==> config.mk <==
export PLATFORM = sky130hd
export DESIGN_NAME = repeating_pulse_timer_top
export DESIGN_NICKNAME = d
export VERILOG_FILES = /design/src/rtl/rpt_pkg.sv /design/src/rtl/rpt_cfg_regs.sv /design/src/rtl/rpt_step.sv /design/src/rtl/repeating_pulse_timer_top.sv
export SDC_FILE = /design/constraint.sdc
export NUM_CORES = 1
export LEC_CHECK = 0
export BUFFER_PORTS_ARGS = -buffer_cell sky130_fd_sc_hd__buf_2
export CORE_MARGIN = 8
export CORE_UTILIZATION = 30
export DETAILED_ROUTE_END_ITERATION = 8
export GPL_TIMING_DRIVEN = 0
export REMOVE_ABC_BUFFERS = 1
export SLEW_MARGIN = 20
export SYNTH_ARGS = -nofsm -noshare
export SYNTH_HDL_FRONTEND = slang
export SYNTH_SLANG_ARGS = --single-unit
export TNS_END_PERCENT = 50
==> constraint.sdc <==
create_clock -name clock -period 13.4 [get_ports clock]
set_clock_uncertainty 0.05 [all_clocks]
set_input_delay 0.67 -clock clock [delete_from_list [all_inputs] [get_ports clock]]
set_output_delay 0.67 -clock clock [all_outputs]
set_load 0.01 [all_outputs]
==> src/rtl/rpt_pkg.sv <==
// shared types, widths and codes for the repeating pulse timer
// no dependencies; imported by every rtl file of the block
package rpt_pkg;

   // width of the elapsed-time accumulator and of the pulse counter
   localparam int TIME_WIDTH  = 32;
   localparam int COUNT_WIDTH = 16;

   // fixed widths of the item fields and configuration registers
   localparam int FIELD_TIME_W = 32;
   localparam int FIELD_MAX_W  = 16;
   localparam int CSR_INDEX_W  = 3;
   localparam int CSR_DATA_W   = 32;

   // compare widths wide enough for both operands
   localparam int CMP_W     = (TIME_WIDTH > FIELD_TIME_W) ? TIME_WIDTH : FIELD_TIME_W;
   localparam int CNT_CMP_W = (COUNT_WIDTH > FIELD_MAX_W) ? COUNT_WIDTH : FIELD_MAX_W;

   localparam logic [TIME_WIDTH-1:0] TIME_MAX = {TIME_WIDTH{1'b1}};

   typedef enum logic [1:0] {
      CMD_TICK    = 2'd0,
      CMD_RESTART = 2'd1,
      CMD_STOP    = 2'd2
   } cmd_type;

   typedef enum logic [CSR_INDEX_W-1:0] {
      REG_FIRST_DELAY      = 3'd0,
      REG_PULSE_TIME       = 3'd1,
      REG_SLEEP_DELAY      = 3'd2,
      REG_MAX_PULSES       = 3'd3,
      REG_TICK_WHEN_PAUSED = 3'd4
   } reg_index_type;

   typedef struct packed {
      logic [1:0]              cmd;
      logic [FIELD_TIME_W-1:0] time_step;
      logic                    local_pause;
      logic                    global_pause;
   } req_item_type;

   typedef struct packed {
      logic [1:0] trigger_count;
      logic       is_finished;
      logic       is_pulsing;
   } rsp_item_type;

   typedef struct packed {
      logic [FIELD_TIME_W-1:0] first_delay;
      logic [FIELD_TIME_W-1:0] pulse_time;
      logic [FIELD_TIME_W-1:0] sleep_delay;
      logic [FIELD_MAX_W-1:0]  max_pulses;
      logic                    tick_when_paused;
   } cfg_type;

   typedef struct packed {
      logic [TIME_WIDTH-1:0]  elapsed;
      logic [COUNT_WIDTH-1:0] pulse_count;
      logic                   finished;
      logic                   pulsing;
      logic                   first_done;
   } timer_state_type;

endpackage

==> src/rtl/rpt_cfg_regs.sv <==
// configuration register file of the repeating pulse timer
// depends on rpt_pkg
module rpt_cfg_regs
   import rpt_pkg::*;
(
   input  logic                   clock,
   input  logic                   reset,
   input  logic                   csr_valid,
   output logic                   csr_ready,
   input  logic [CSR_INDEX_W-1:0] csr_index,
   input  logic [CSR_DATA_W-1:0]  csr_wdata,
   output cfg_type                cfg
);

   cfg_type cfg_ff;
   cfg_type cfg_in;

   assign csr_ready = 1'b1;
   assign cfg       = cfg_ff;

   always_comb begin
      cfg_in = cfg_ff;
      if (csr_valid) begin
         case (reg_index_type'(csr_index))
            REG_FIRST_DELAY:      cfg_in.first_delay      = csr_wdata[FIELD_TIME_W-1:0];
            REG_PULSE_TIME:       cfg_in.pulse_time       = csr_wdata[FIELD_TIME_W-1:0];
            REG_SLEEP_DELAY:      cfg_in.sleep_delay      = csr_wdata[FIELD_TIME_W-1:0];
            REG_MAX_PULSES:       cfg_in.max_pulses       = csr_wdata[FIELD_MAX_W-1:0];
            REG_TICK_WHEN_PAUSED: cfg_in.tick_when_paused = csr_wdata[0];
            default: ;
         endcase
      end
   end

   always_ff @(posedge clock) begin
      if (reset) begin
         cfg_ff <= '0;
      end else begin
         cfg_ff <= cfg_in;
      end
   end

endmodule

==> src/rtl/rpt_step.sv <==
// next-state and result logic for one item of the repeating pulse timer
// depends on rpt_pkg
module rpt_step
   import rpt_pkg::*;
(
   input  cfg_type         cfg,
   input  timer_state_type state_cur,
   input  req_item_type    item,
   output timer_state_type state_nxt,
   output rsp_item_type    result
);

   function automatic logic at_least(input logic [TIME_WIDTH-1:0] a,
                                     input logic [FIELD_TIME_W-1:0] b);
      return CMP_W'(a) >= CMP_W'(b);
   endfunction

   function automatic logic [TIME_WIDTH-1:0] sat_add(input logic [TIME_WIDTH-1:0] a,
                                                      input logic [FIELD_TIME_W-1:0] b);
      logic [CMP_W:0] sum;
      sum = (CMP_W+1)'(a) + (CMP_W+1)'(b);
      if (sum > (CMP_W+1)'(TIME_MAX)) begin
         return TIME_MAX;
      end
      return sum[TIME_WIDTH-1:0];
   endfunction

   function automatic logic limit_hit(input logic [COUNT_WIDTH-1:0] cnt,
                                      input logic [FIELD_MAX_W-1:0] maxp);
      return (maxp != '0) && (CNT_CMP_W'(cnt) == CNT_CMP_W'(maxp));
   endfunction

   logic [TIME_WIDTH-1:0]  el;
   logic [COUNT_WIDTH-1:0] cnt;
   logic                   fin;
   logic                   pls;
   logic                   first;
   logic [1:0]             fired;
   logic                   stop;
   logic                   run_tick;

   assign run_tick = !state_cur.finished && !item.local_pause
                     && !(item.global_pause && !cfg.tick_when_paused);

   always_comb begin
      el    = state_cur.elapsed;
      cnt   = state_cur.pulse_count;
      fin   = state_cur.finished;
      pls   = state_cur.pulsing;
      first = state_cur.first_done;
      fired = 2'd0;
      stop  = 1'b0;
      case (cmd_type'(item.cmd))
         CMD_TICK: begin
            if (run_tick) begin
               // inside the pulse window
               if (pls) begin
                  if (at_least(el, cfg.pulse_time)) begin
                     el = '0;
                     if (limit_hit(cnt, cfg.max_pulses)) begin
                        fin = 1'b1; pls = 1'b0; first = 1'b0; stop = 1'b1;
                     end else begin
                        pls = 1'b0;
                     end
                  end else begin
                     fired = fired + 2'd1;
                     el    = sat_add(el, item.time_step);
                     stop  = 1'b1;
                  end
               end
               // waiting for the first delay
               if (!stop && !first) begin
                  if (at_least(el, cfg.first_delay)) begin
                     first = 1'b1;
                     pls   = 1'b1;
                     cnt   = cnt + COUNT_WIDTH'(1);
                     fired = fired + 2'd1;
                     el    = '0;
                     if (cfg.pulse_time == '0) begin
                        if (limit_hit(cnt, cfg.max_pulses)) begin
                           fin = 1'b1; pls = 1'b0; first = 1'b0; stop = 1'b1;
                        end else begin
                           pls = 1'b0;
                        end
                     end
                  end else begin
                     el   = sat_add(el, item.time_step);
                     stop = 1'b1;
                  end
               end
               // sleeping between pulses
               if (!stop) begin
                  if (at_least(el, cfg.sleep_delay)) begin
                     pls   = 1'b1;
                     cnt   = cnt + COUNT_WIDTH'(1);
                     fired = fired + 2'd1;
                     el    = '0;
                     if (limit_hit(cnt, cfg.max_pulses)) begin
                        fin = 1'b1; pls = 1'b0; first = 1'b0; stop = 1'b1;
                     end else if (cfg.pulse_time == '0) begin
                        pls = 1'b0;
                     end
                  end
                  if (!stop) begin
                     el = sat_add(el, item.time_step);
                  end
               end
            end
         end
         CMD_RESTART: begin
            el = '0; cnt = '0; fin = 1'b0; pls = 1'b0; first = 1'b0;
         end
         CMD_STOP: begin
            fin = 1'b1; pls = 1'b0; first = 1'b0;
         end
         default: ;
      endcase
   end

   assign state_nxt.elapsed     = el;
   assign state_nxt.pulse_count = cnt;
   assign state_nxt.finished    = fin;
   assign state_nxt.pulsing     = pls;
   assign state_nxt.first_done  = first;

   assign result.trigger_count = fired;
   assign result.is_finished   = fin;
   assign result.is_pulsing    = pls;

endmodule

==> src/rtl/repeating_pulse_timer_top.sv <==
// repeating pulse timer: an accepted item passes the input register, then
// the step logic into the result register; throughput one item per clock
// while the result output does not stall; the step logic (three compares, a
// saturating add and a counter increment) is one registered pass
// synchronous active-high reset clears the pipeline valids, the timer state
// and all configuration registers to zero
module repeating_pulse_timer_top
   import rpt_pkg::*;
(
   input  logic                   clock,
   input  logic                   reset,
   // item input
   input  logic                   req_valid,
   output logic                   req_stall,
   input  req_item_type           req_item,
   // result output
   output logic                   rsp_valid,
   input  logic                   rsp_stall,
   output rsp_item_type           rsp_item,
   // configuration writes
   input  logic                   csr_valid,
   output logic                   csr_ready,
   input  logic [CSR_INDEX_W-1:0] csr_index,
   input  logic [CSR_DATA_W-1:0]  csr_wdata
);

   cfg_type         cfg;

   // input register stage
   logic            s1_valid_ff;
   logic            s1_valid_in;
   req_item_type    s1_item_ff;

   // result register stage
   logic            rsp_valid_ff;
   logic            rsp_valid_in;
   rsp_item_type    rsp_item_ff;

   // timer state, updated when an item leaves the input register
   timer_state_type state_ff;
   timer_state_type state_nxt;
   rsp_item_type    step_result;

   logic            out_free;
   logic            s1_move;
   logic            req_take;

   rpt_cfg_regs u_cfg (
      .clock     (clock),
      .reset     (reset),
      .csr_valid (csr_valid),
      .csr_ready (csr_ready),
      .csr_index (csr_index),
      .csr_wdata (csr_wdata),
      .cfg       (cfg)
   );

   rpt_step u_step (
      .cfg       (cfg),
      .state_cur (state_ff),
      .item      (s1_item_ff),
      .state_nxt (state_nxt),
      .result    (step_result)
   );

   // result register can take a new item when empty or being drained
   assign out_free = !rsp_valid_ff || !rsp_stall;
   // input item advances into the result register
   assign s1_move  = s1_valid_ff && out_free;
   // input register stalls only when it holds an item that cannot move
   assign req_stall = s1_valid_ff && !out_free;
   assign req_take  = req_valid && !req_stall;

   assign s1_valid_in  = req_take || (s1_valid_ff && !s1_move);
   assign rsp_valid_in = s1_move || (rsp_valid_ff && rsp_stall);

   assign rsp_valid = rsp_valid_ff;
   assign rsp_item  = rsp_item_ff;

   always_ff @(posedge clock) begin
      if (reset) begin
         s1_valid_ff  <= 1'b0;
         rsp_valid_ff <= 1'b0;
         state_ff     <= '0;
      end else begin
         s1_valid_ff  <= s1_valid_in;
         rsp_valid_ff <= rsp_valid_in;
         if (s1_move) begin
            state_ff <= state_nxt;
         end
      end
   end

   // payload registers, no reset
   always_ff @(posedge clock) begin
      if (req_take) begin
         s1_item_ff <= req_item;
      end
      if (s1_move) begin
         rsp_item_ff <= step_result;
      end
   end

   // at most two triggers per item
   assert property (@(posedge clock) disable iff (reset)
      rsp_valid_ff |-> (rsp_item_ff.trigger_count != 2'd3))
      else $error("trigger count out of range");

   // a finished timer is never pulsing and has no first-delay mark
   assert property (@(posedge clock) disable iff (reset)
      state_ff.finished |-> (!state_ff.pulsing && !state_ff.first_done))
      else $error("finished timer carries active flags");

   // reported flags follow the timer state just written
   assert property (@(posedge clock) disable iff (reset)
      s1_move |=> (rsp_valid_ff && rsp_item_ff.is_finished == state_ff.finished
                   && rsp_item_ff.is_pulsing == state_ff.pulsing))
      else $error("result flags disagree with timer state");

   // an item in the input register is never overwritten before it moves
   assert property (@(posedge clock) disable iff (reset)
      (s1_valid_ff && !s1_move) |=> (s1_valid_ff && $stable(s1_item_ff)))
      else $error("input register lost an item");

endmodule
Word level (Yosys, flattened, before mapping)
Index checks and enable logic that the tools add are counted.

operators by class
  $add $sub $neg = 7
  multiply operators = 0
  divide/modulo/power cells = 0
  $lt $le $gt $ge = 6
  equality and inequality tests = 10
  shifts and indexed selects = 0
  multiplexer cells = 107
  bitwise operators = 0
  reduce and logical (&&, ||, !) cells = 41

operators with widths
  cell                                                                               number
  32-bit 2-to-1 mux                                                                  21
  16-bit 2-to-1 mux                                                                  7
  32-bit by 32-bit adder with 33-bit output                                          3
  33-bit by 32-bit greater-than comparator with 1-bit output, second input constant  3
  32-bit greater-or-equal comparator                                                 3
  1-bit 2-to-1 mux                                                                   65
  32-bit one-hot mux with 2 select lines                                             1
  16-bit equality test                                                               3
  16-bit by 1-bit adder with 16-bit output, second input constant                    2
  32-bit zero test                                                                   1
  16-bit one-hot mux with 2 select lines                                             1
  2-bit 2-to-1 mux                                                                   9
  16-bit nonzero test                                                                1
  1-bit logical AND                                                                  12
  2-bit AND reduction                                                                6
  1-bit zero test                                                                    11
  3-bit by 2-bit equality test with 1-bit output, second input constant              2
  3-bit AND reduction                                                                2
  2-bit by 1-bit adder with 2-bit output, second input constant                      2
  1-bit one-hot mux with 2 select lines                                              2
  2-bit nonzero test                                                                 2
  3-bit by 1-bit equality test with 1-bit output, second input constant              1
  3-bit equality test, second input constant                                         1
  3-bit zero test                                                                    1
  7 further kinds                                                                    9

word-level totals
  bits in registers = 206
  bits in latches = 0
  memory bits (writable) = 0
  bits in read-only memories = 0
  logic and storage cells = 190
  memories kept = 0

Longest topological paths before layout
Gate-level depths: netlist of run 1.

  depth after elaboration = 41
  depth in mapped cells = 60

By module
A second synthesis of run 1 with hierarchy kept.

unflattened totals
  cells, all modules = 2696
  area total of the unflattened synthesis = 21257.9 µm²

by module, submodules not included
  module                     instances  cells each  area an instance (µm²)  sequential area each (µm²)
  rpt_step                   1          2016        13101.3                 0.0
  rpt_cfg_regs               1          409         4548.1                  2262.2
  repeating_pulse_timer_top  1          271         3608.5                  2262.2

Least setup slack after synthesis of run 1
No wires, ideal clock.

  kind = register -> register
  start = register s1_item_ff[14] (netlist name)
  end = register state_ff[37] (netlist name)
  arrival = 12.771 ns
  data required time = 13.233 ns
  setup slack = 0.462 ns
  stages on the path, launching flop included = 57
  path buffers = 8
  path through = edfxtp_1 ha_1 buf_2 nand2_1 or4_1 a211o_1 a21o_1 a211oi_4 nor2_1 clkbuf_1 a211oi_1 a21o_1 ha_1 a211oi_1 o21ai_1 a221oi_2 o2111ai_1 a311oi_1 (+21 left out) clkbuf_1 and2_1 ha_1 a21oi_1 nor2_1 nor2_1 o21ai_0 a221o_1 and3_1 a41o_1 a311o_2 maj3_1 a2bb2oi_4 a211oi_2 o311ai_4 nand2_4 or3b_1 a32o_1

on the way
  word-level cells in the longest chain between the ends = 41

ends and longest elaborated chain
  what                                                        line                             source
  start: declaration                                          repeating_pulse_timer_top.sv:32  req_item_type s1_item_ff;
  start signal: assignment                                    repeating_pulse_timer_top.sv:97  s1_item_ff <= req_item;
  32-bit by 32-bit adder with 33-bit output                   rpt_step.sv:21                   sum = (CMP_W+1)'(a) + (CMP_W+1)'(b);
  33-bit by 32-bit greater-than comparator with 1-bit output  rpt_step.sv:22                   if (sum > (CMP_W+1)'(TIME_MAX)) begin
  1-bit 2-to-1 mux                                            rpt_step.sv:22
  1-bit 2-to-1 mux                                            rpt_step.sv:58                   if (at_least(el, cfg.pulse_time)) begin
  1-bit 2-to-1 mux                                            rpt_step.sv:57                   if (pls) begin
  1-bit 2-to-1 mux                                            rpt_step.sv:55                   if (run_tick) begin
  1-bit 2-to-1 mux                                            rpt_step.sv:53                   case (cmd_type'(item.cmd))
  32-bit 2-to-1 mux                                           rpt_step.sv:25                   return sum[TIME_WIDTH-1:0];
  (+25 left out)                                              n/a
  1-bit 2-to-1 mux                                            rpt_step.sv:92                   if (!stop) begin
  1-bit 2-to-1 mux                                            rpt_step.sv:55
  1-bit 2-to-1 mux                                            rpt_step.sv:53
  32-bit 2-to-1 mux                                           rpt_step.sv:25
  32-bit 2-to-1 mux                                           rpt_step.sv:104                  if (!stop) begin
  32-bit 2-to-1 mux (*)                                       rpt_step.sv:92
  32-bit 2-to-1 mux (*)                                       rpt_step.sv:55
  32-bit one-hot mux with 2 select lines (*)                  rpt_step.sv:53
  end signal: assignment                                      repeating_pulse_timer_top.sv:89  state_ff <= state_nxt;
  end: declaration                                            repeating_pulse_timer_top.sv:40  timer_state_type state_ff;

Every way passes the cells marked *; elsewhere a longest branch is shown, timed or not. The select of a mux whose other input is x is not followed.
A chain may end at the register's enable or synchronous reset.

Final worst setup path of run 1
  start = register state_ff[42] (netlist name)
  end = register state_ff[37] (netlist name)

on the way
  word-level cells in the longest chain between the ends = 41

ends and longest elaborated chain
  what                                                        line
  32-bit by 32-bit adder with 33-bit output                   rpt_step.sv:21
  33-bit by 32-bit greater-than comparator with 1-bit output  rpt_step.sv:22
  1-bit 2-to-1 mux                                            rpt_step.sv:22
  1-bit 2-to-1 mux                                            rpt_step.sv:58
  1-bit 2-to-1 mux                                            rpt_step.sv:57
  1-bit 2-to-1 mux                                            rpt_step.sv:55
  1-bit 2-to-1 mux                                            rpt_step.sv:53
  32-bit 2-to-1 mux                                           rpt_step.sv:25
  (+25 left out)                                              n/a
  1-bit 2-to-1 mux                                            rpt_step.sv:92
  1-bit 2-to-1 mux                                            rpt_step.sv:55
  1-bit 2-to-1 mux                                            rpt_step.sv:53
  32-bit 2-to-1 mux                                           rpt_step.sv:25
  32-bit 2-to-1 mux                                           rpt_step.sv:104
  32-bit 2-to-1 mux (*)                                       rpt_step.sv:92
  32-bit 2-to-1 mux (*)                                       rpt_step.sv:55
  32-bit one-hot mux with 2 select lines (*)                  rpt_step.sv:53

Marks and branches as above.

==> out/summary.txt, run 1 <==
Portion of the post-synthesis area used by sequential elements -> 23.10%
Instance count of the mapped netlist -> 2636
Primary FF master, synth -> sky130_fd_sc_hd__dfxtp_1
Share of layout cells above drive strength 1 -> 12.17%
Largest incremental delay on the critical path -> 500 ps
Standard cell core area -> 0.06446 mm^2
Placer's final routability congestion estimate -> 0.9556
Final HPWL DP -> 56150 um
Worst reg2reg path depth -> 50
Max transition margin -> 23.52%
1st-iter DRT viols -> 2296
Buffer depth of the longest clock path -> 3
Pin count of the biggest net entering global routing -> 99
Register-to-register setup slack -> 320 ps
Hold Path Sink -> s1_item_ff[2]$_DFFE_PP_
Area growth from synthesis to layout -> 16.47%
Total number of H-tree levels -> 1
Die Area -> 0.07373 mm^2
Horizontal die dimension -> 271.5 um
Portion of the clock cycle consumed by the worst path in the final layout -> 97.59%
Die Y -> 271.5 um
Origin of the worst min-delay path -> req_item[2]
Setup slack of the critical path after layout -> 322.3 ps
Total routed wirelength -> 75700 um
Initial Util -> 30.39%
Hold Path Depth -> 1
Remaining Overflow, GRT -> 0
Skew-Pair Late Insertion Delay -> 580 ps
Proportion of synthesized flip-flops having asynchronous set or reset -> 0%
Library cell contributing the largest single delay on the critical path -> sky130_fd_sc_hd__and3_1
Outcome -> finished, final reports clean
Post-route ant nets -> 0
Count of clock tree sinks -> 206
Clock tree from TritonCTS -> built
Vias -> 20330
Final Net Count -> 2955
Count of hold-fix buffers inserted at cts -> 0
Hold Violations, Final -> 0
Most prevalent standard cell on the critical path -> sky130_fd_sc_hd__a21oi_1
Number of synthesized flops with an enable pin -> 40
Measured slew at the worst slew-check pin -> 1129 ps
Number of maximum-capacitance violations -> 0
DRC errors left -> 0
Biggest fanout along the worst timing path -> 16
Pre-Repair DR Iteration Count -> 7
# setup viols final -> 0
Number of distinct library cells after synthesis -> 104
Wire length of the first global-routing pass -> 113000 um
Port bufs -> 81
Clock transition at path regs -> 60 ps
Clock root buffer -> sky130_fd_sc_hd__clkbuf_16
Flop and latch count out of synthesis -> 206
Standard-cell rows -> 93
Timing-limited maximum frequency -> 76.47 MHz
Data arrival time of the critical path -> 13480 ps
Total of warnings raised by yosys -> 0
Class of the tightest hold or removal check -> input pin to flop
DR WL/cell -> 21.27 um
Launch point of the worst reg-to-reg path -> state_ff[42]$_SDFFE_PP0P_
Number of buffers created by CTS -> 25
End of the worst register-to-register path -> state_ff[37]$_SDFFE_PP0P_
Crit path kind -> flop to flop
Clock period minus final worst setup slack -> 13080 ps
Data required time at the worst endpoint -> 13800 ps
Number of global-route vias before repair -> 18430
Kind of end point of the critical path -> flop
Netlist area before placement -> 0.01959 mm^2
Total track usage -> 19.13%
Antenna violations before repair -> 2
Average vias per placed instance -> 5.711
Syn_area_per_cell -> 7.432 um^2
Max Transition Viols Final -> 0
Sort of element at the start of the critical path -> flop
Num ports -> 83
DP Worst Slack -> -3470 ps
==> how the worst max path moves through the flow <==
stage / from / to / slack, ps / depth (start not counted)
floorplan: s1_item_ff[12]$_DFFE_PP_ / state_ff[37]$_SDFFE_PP0P_ / 1000 / 49
global placement: state_ff[21]$_SDFFE_PP0P_ / state_ff[37]$_SDFFE_PP0P_ / -5860 / 45
detailed placement: state_ff[21]$_SDFFE_PP0P_ / state_ff[37]$_SDFFE_PP0P_ / -3470 / 44
CTS: s1_item_ff[19]$_DFFE_PP_ / state_ff[37]$_SDFFE_PP0P_ / 2 / 47
global route: s1_item_ff[14]$_DFFE_PP_ / state_ff[37]$_SDFFE_PP0P_ / -60 / 52
finish: state_ff[42]$_SDFFE_PP0P_ / state_ff[37]$_SDFFE_PP0P_ / 320 / 50
==> what timing repair did <==
action / 4_1_cts / 5_1_grt
gates cloned: 1 / 3
resized for setup: 42 / 60
setup endpoints to repair: 42 / 32
pin swaps: 12 / 20
setup buffers: 30 / 26
==> sequential cells by signal, summed over array words and instances (netlist names) <==
signal,flops
s1_valid_ff,1
u_cfg.cfg,113
s1_item_ff,36
rsp_item,4
rsp_valid,1
state_ff,51
==> area by class of cell <==
type / instances / area, um^2
fillers: 6853 / 41650
multi-input cells: 2119 / 14450
flip-flops and latches: 206 / 4527
repair buffers: 161 / 1221
well taps: 855 / 1070
clock buffers: 32 / 661.9
inverters: 171 / 654.4
clock inverters: 14 / 226.5
diodes: 1 / 2.502
==> synth_stat cells, drive strengths merged, types with 17 or more instances <==
cell    instances  area share, %
a211oi         33            1.4
a21boi         18           0.69
a21o           51            2.0
a21oi         278            7.1
a31oi          31           0.99
and2           31           0.99
and3           24           0.77
buf            24           0.60
clkbuf        120            2.3
dfxtp         166             17
edfxtp         40            6.1
ha            192             12
inv           169            3.2
nand2         435            8.4
nand2b         23           0.73
nand3          60            1.5
nand4          47            1.5
nor2          141            2.7
nor2b          18           0.57
nor3           42            1.1
nor4           34            1.1
o211ai         37            1.5
o21a           20           0.77
o21ai         147            3.8
o221ai         24            1.1
or3            17           0.54
xnor2          95            4.2
xor2           50            2.2
==> cells in the final DEF, fill, tap and decap left out, drive strengths merged, types with 33 or more instances in the layout <==
master,count
buf,161
a21o,52
nand3,60
nand4,47
edfxtp,40
o21ai,147
o211ai,37
dfxtp,166
nor3,42
xor2,50
inv,169
nor2,141
a21oi,278
ha,192
xnor2,95
nand2,438
a211oi,33
nor4,34
==> worst max-delay path, delay by kind of cell (launching register included) <==
kind / cells / cell delay, ps
flops: 1 / 480
compound gates: 32 / 7790
simple gates: 10 / 2490
xor+xnor: 1 / 170
fa+ha+maj: 5 / 1590
buf+inv: 2 / 330
==> cell families (layout without fill, tap and decap cells) <==
| logic type | Yosys count | in the layout | synth area share, % |
|---|---|---|---|
| other cells | 1 | 2 | 0.01914 |
| xor+xnor | 145 | 145 | 6.483 |
| compound gates | 825 | 826 | 28.15 |
| flops | 206 | 206 | 23.10 |
| mux | 13 | 13 | 0.6706 |
| fa+ha+maj | 206 | 206 | 13.15 |
| simple gates | 925 | 928 | 22.23 |
| buf+inv | 315 | 378 | 6.202 |
==> through the flow <==
stage / hold WS [ps] / std cells / instance area [um^2] / utilization (%) / setup TNS, ps
2_1_floorplan: 380.3 / 2492 / 19020 / - / 0
3_3_place_gp: 392.4 / 3428 / 20500 / 31.80 / -236430
3_5_place_dp: 397.0 / 3452 / 20960 / 32.51 / -106930
4_1_cts: 195.7 / 3529 / 22270 / 34.54 / 0
5_1_grt: 199.3 / 3559 / 22820 / 35.39 / -148.2
6_report: 218.1 / 3559 / 22820 / 35.39 / 0
==> routing by layer <==
layer  GRT usage (%)  routed length [um]  vias up  part of all wire (%)
li1                -                   -     9677                     -
met1           27.33               34180     9639                    45
met2           30.20               33110      867                    44
met3           1.908                5882      141                   7.8
met4           5.633                2511        2                   3.3
met5               0                  13        -                 0.017
Power of run 1 is left out: the tool's default activity adds up to more than one toggle a clock period on the data nets, which glitch-free logic cannot reach.
==> run 2, diff against run 1 <==
--- a/config.mk
+++ b/config.mk
@@ -10,7 +10,6 @@
 export CORE_UTILIZATION = 30
 export DETAILED_ROUTE_END_ITERATION = 8
 export GPL_TIMING_DRIVEN = 0
-export REMOVE_ABC_BUFFERS = 1
 export SLEW_MARGIN = 20
 export SYNTH_ARGS = -nofsm -noshare
 export SYNTH_HDL_FRONTEND = slang
==> out/summary.txt, run 2 (same netlist as run 1, synthesis figures left out) <==
Max transition margin -> 24.51% (+1.0 points)
1st-iter DRT viols -> 2242 (-2.4%)
Setup TNS -> 0 ps (unchanged)
Clock transition at path regs -> 70 ps (about the same)
Antenna Cells -> 0 (-1)
Area growth from synthesis to layout -> 19.41%
Number of cells in the finished layout apart from fillers -> 3701 (+4.0%)
Antenna violations before repair -> 1 (-1)
Average vias per placed instance -> 5.672 (-0.69%)
Horizontal die dimension -> 271.5 um (unchanged)
Clock period minus final worst setup slack -> 13150 ps (+72.84 ps)
Library cell contributing the largest single delay on the critical path -> sky130_fd_sc_hd__edfxtp_1
Total routed wirelength -> 82220 um (+8.6%)
Number of buffers created by CTS -> 27 (+8.0%)
Pin count of the biggest net entering global routing -> 23 (-77%)
Standard cell core area -> 0.06446 mm^2 (unchanged)
Skew-Pair Late Insertion Delay -> 570 ps (about the same)
Share of layout cells above drive strength 1 -> 14.23% (+2.1 points)
Clock tree from TritonCTS -> built
Number of flip-flops in the largest register -> 113 (unchanged)
Max Transition Viols Final -> 0 (unchanged)
Leading cell type in the layout, fill and taps excluded -> sky130_fd_sc_hd__nand2_1
Die Y -> 271.5 um (unchanged)
DR WL/cell -> 22.22 um (+4.4%)
Remaining Overflow, GRT -> 0 (unchanged)
Measured slew at the worst slew-check pin -> 1127 ps (-2.070 ps)
Hold Violations, Final -> 0 (unchanged)
Register-to-register setup slack -> 250 ps (-70 ps)
Final HPWL DP -> 63670 um (+13%)
Biggest fanout along the worst timing path -> 10 (-6)
Clock root buffer -> sky130_fd_sc_hd__clkbuf_16
Data required time at the worst endpoint -> 13800 ps (about the same)
Initial Util -> 30.39% (unchanged)
Count of hold-fix buffers inserted at cts -> 0 (unchanged)
Final Net Count -> 3097 (+4.8%)
Wire length of the first global-routing pass -> 120400 um (+6.5%)
Placer's final routability congestion estimate -> 0.9884 (+3.4%)
Fillers -> 6878 (+0.36%)
Largest incremental delay on the critical path -> 550 ps (+50 ps)
Sort of element at the start of the critical path -> flop
Total number of H-tree levels -> 1 (unchanged)
Vias -> 20990 (+3.3%)
Number of maximum-capacitance violations -> 0 (unchanged)
Portion of the clock cycle consumed by the worst path in the final layout -> 98.14% (+0.54 points)
Buffer depth of the longest clock path -> 3 (unchanged)
Data arrival time of the critical path -> 13550 ps (+70 ps)
Kind of end point of the critical path -> flop
Most prevalent standard cell on the critical path -> sky130_fd_sc_hd__ha_1
Count of clock tree sinks -> 206 (unchanged)
Crit path kind -> flop to flop
Standard-cell rows -> 93 (unchanged)
Leading cell types in the layout, fill and taps excluded -> sky130_fd_sc_hd__nand2_1, sky130_fd_sc_hd__a21oi_1, sky130_fd_sc_hd__ha_1, sky130_fd_sc_hd__inv_1, sky130_fd_sc_hd__dfxtp_1
Outcome -> finished, final reports clean
Total nets after synthesis -> 2907
DRC errors left -> 0 (unchanged)
Post-route ant nets -> 0 (unchanged)
Total track usage -> 20.99% (+1.9 points)
Port bufs -> 80 (-1.2%)
# setup viols final -> 0 (unchanged)
DP Cell Count -> 3574 (+3.5%)
Die Area -> 0.07373 mm^2 (unchanged)
Num ports -> 83 (unchanged)
Pre-Repair DR Iteration Count -> 6 (-1)
Timing-limited maximum frequency -> 76.04 MHz (-0.55%)
Number of global-route vias before repair -> 18910 (+2.6%)
Class of the tightest hold or removal check -> input pin to flop
[run 2: changes by cell type in the layout (fill, tap and decap cells not counted), moves of 6 or more]
cell                       before  now
sky130_fd_sc_hd__a21oi_1      272  263
sky130_fd_sc_hd__a21oi_2        3   15
sky130_fd_sc_hd__buf_1          0    7
sky130_fd_sc_hd__buf_12         8    2
sky130_fd_sc_hd__buf_2         80   91
sky130_fd_sc_hd__buf_4         60   88
sky130_fd_sc_hd__clkbuf_1       6   99
sky130_fd_sc_hd__clkbuf_8       1    7
sky130_fd_sc_hd__dfxtp_1      164  156
sky130_fd_sc_hd__dfxtp_2        2    9
sky130_fd_sc_hd__o21ai_0      132  122
[run 2: through the flow]
step	setup slack (ps)	instance area [um^2]	util (%)	hold WS, ps
6_report	249.5	23390	36.29	225.4
3_5_place_dp	-4138	21100	32.74	397.0
5_1_grt	-107.5	23390	36.29	204.4
2_1_floorplan	461.7	19590	-	386.3
3_3_place_gp	-4164	21060	32.67	393.2
4_1_cts	46.65	22790	35.36	195.9
[run 2: routing by layer]
layer  track usage, %  up-vias  wire length, um
met3            2.945      227             7244
li1                 -     9975                -
met4            9.501        2             4471
met2            32.43      983            35070
met1            28.75     9805            35420
met5                0        -               13
[run 2: path summary, 6_finish.rpt]
path | start | endpoint | cells past startpoint
min reg2reg | u_cfg.cfg[27]$_SDFFE_PP0P_ | u_cfg.cfg[27]$_SDFFE_PP0P_ | 2
max reg2reg | s1_item_ff[14]$_DFFE_PP_ | state_ff[27]$_SDFFE_PP0P_ | 58
min | req_item[10] | s1_item_ff[10]$_DFFE_PP_ | 1
max | s1_item_ff[14]$_DFFE_PP_ | state_ff[27]$_SDFFE_PP0P_ | 58
[run 2: repair_timing]
item	CTS	global route
gates resized for setup	140	96
pin swaps	27	45
setup endpoints to repair	34	32
setup buffers	48	36
[run 2: critical path, delay by kind of cell, from the launching register on]
kind / cells / cell delay (ps)
buffers and inverters: 10 / 1700
XOR/XNOR: 1 / 160
flip-flops: 1 / 550
adder cells (fa/ha/maj): 4 / 1190
AND/OR/NAND/NOR: 11 / 1870
AO/OA/AOI/OAI: 32 / 7440
[run 2: final cells by class]
cell class	instances	area, um^2	area share [%]
clock buffer	32	694.4	2.969
inverter	171	655.6	2.803
buffer	138	732.0	3.129
tap	855	1070	4.573
multi-input combinational	2115	14480	61.88
timing repair buffer	167	1082	4.627
clock inverter	17	143.9	0.6151
sequential	206	4539	19.41
Power of run 2 is left out for the same reason.
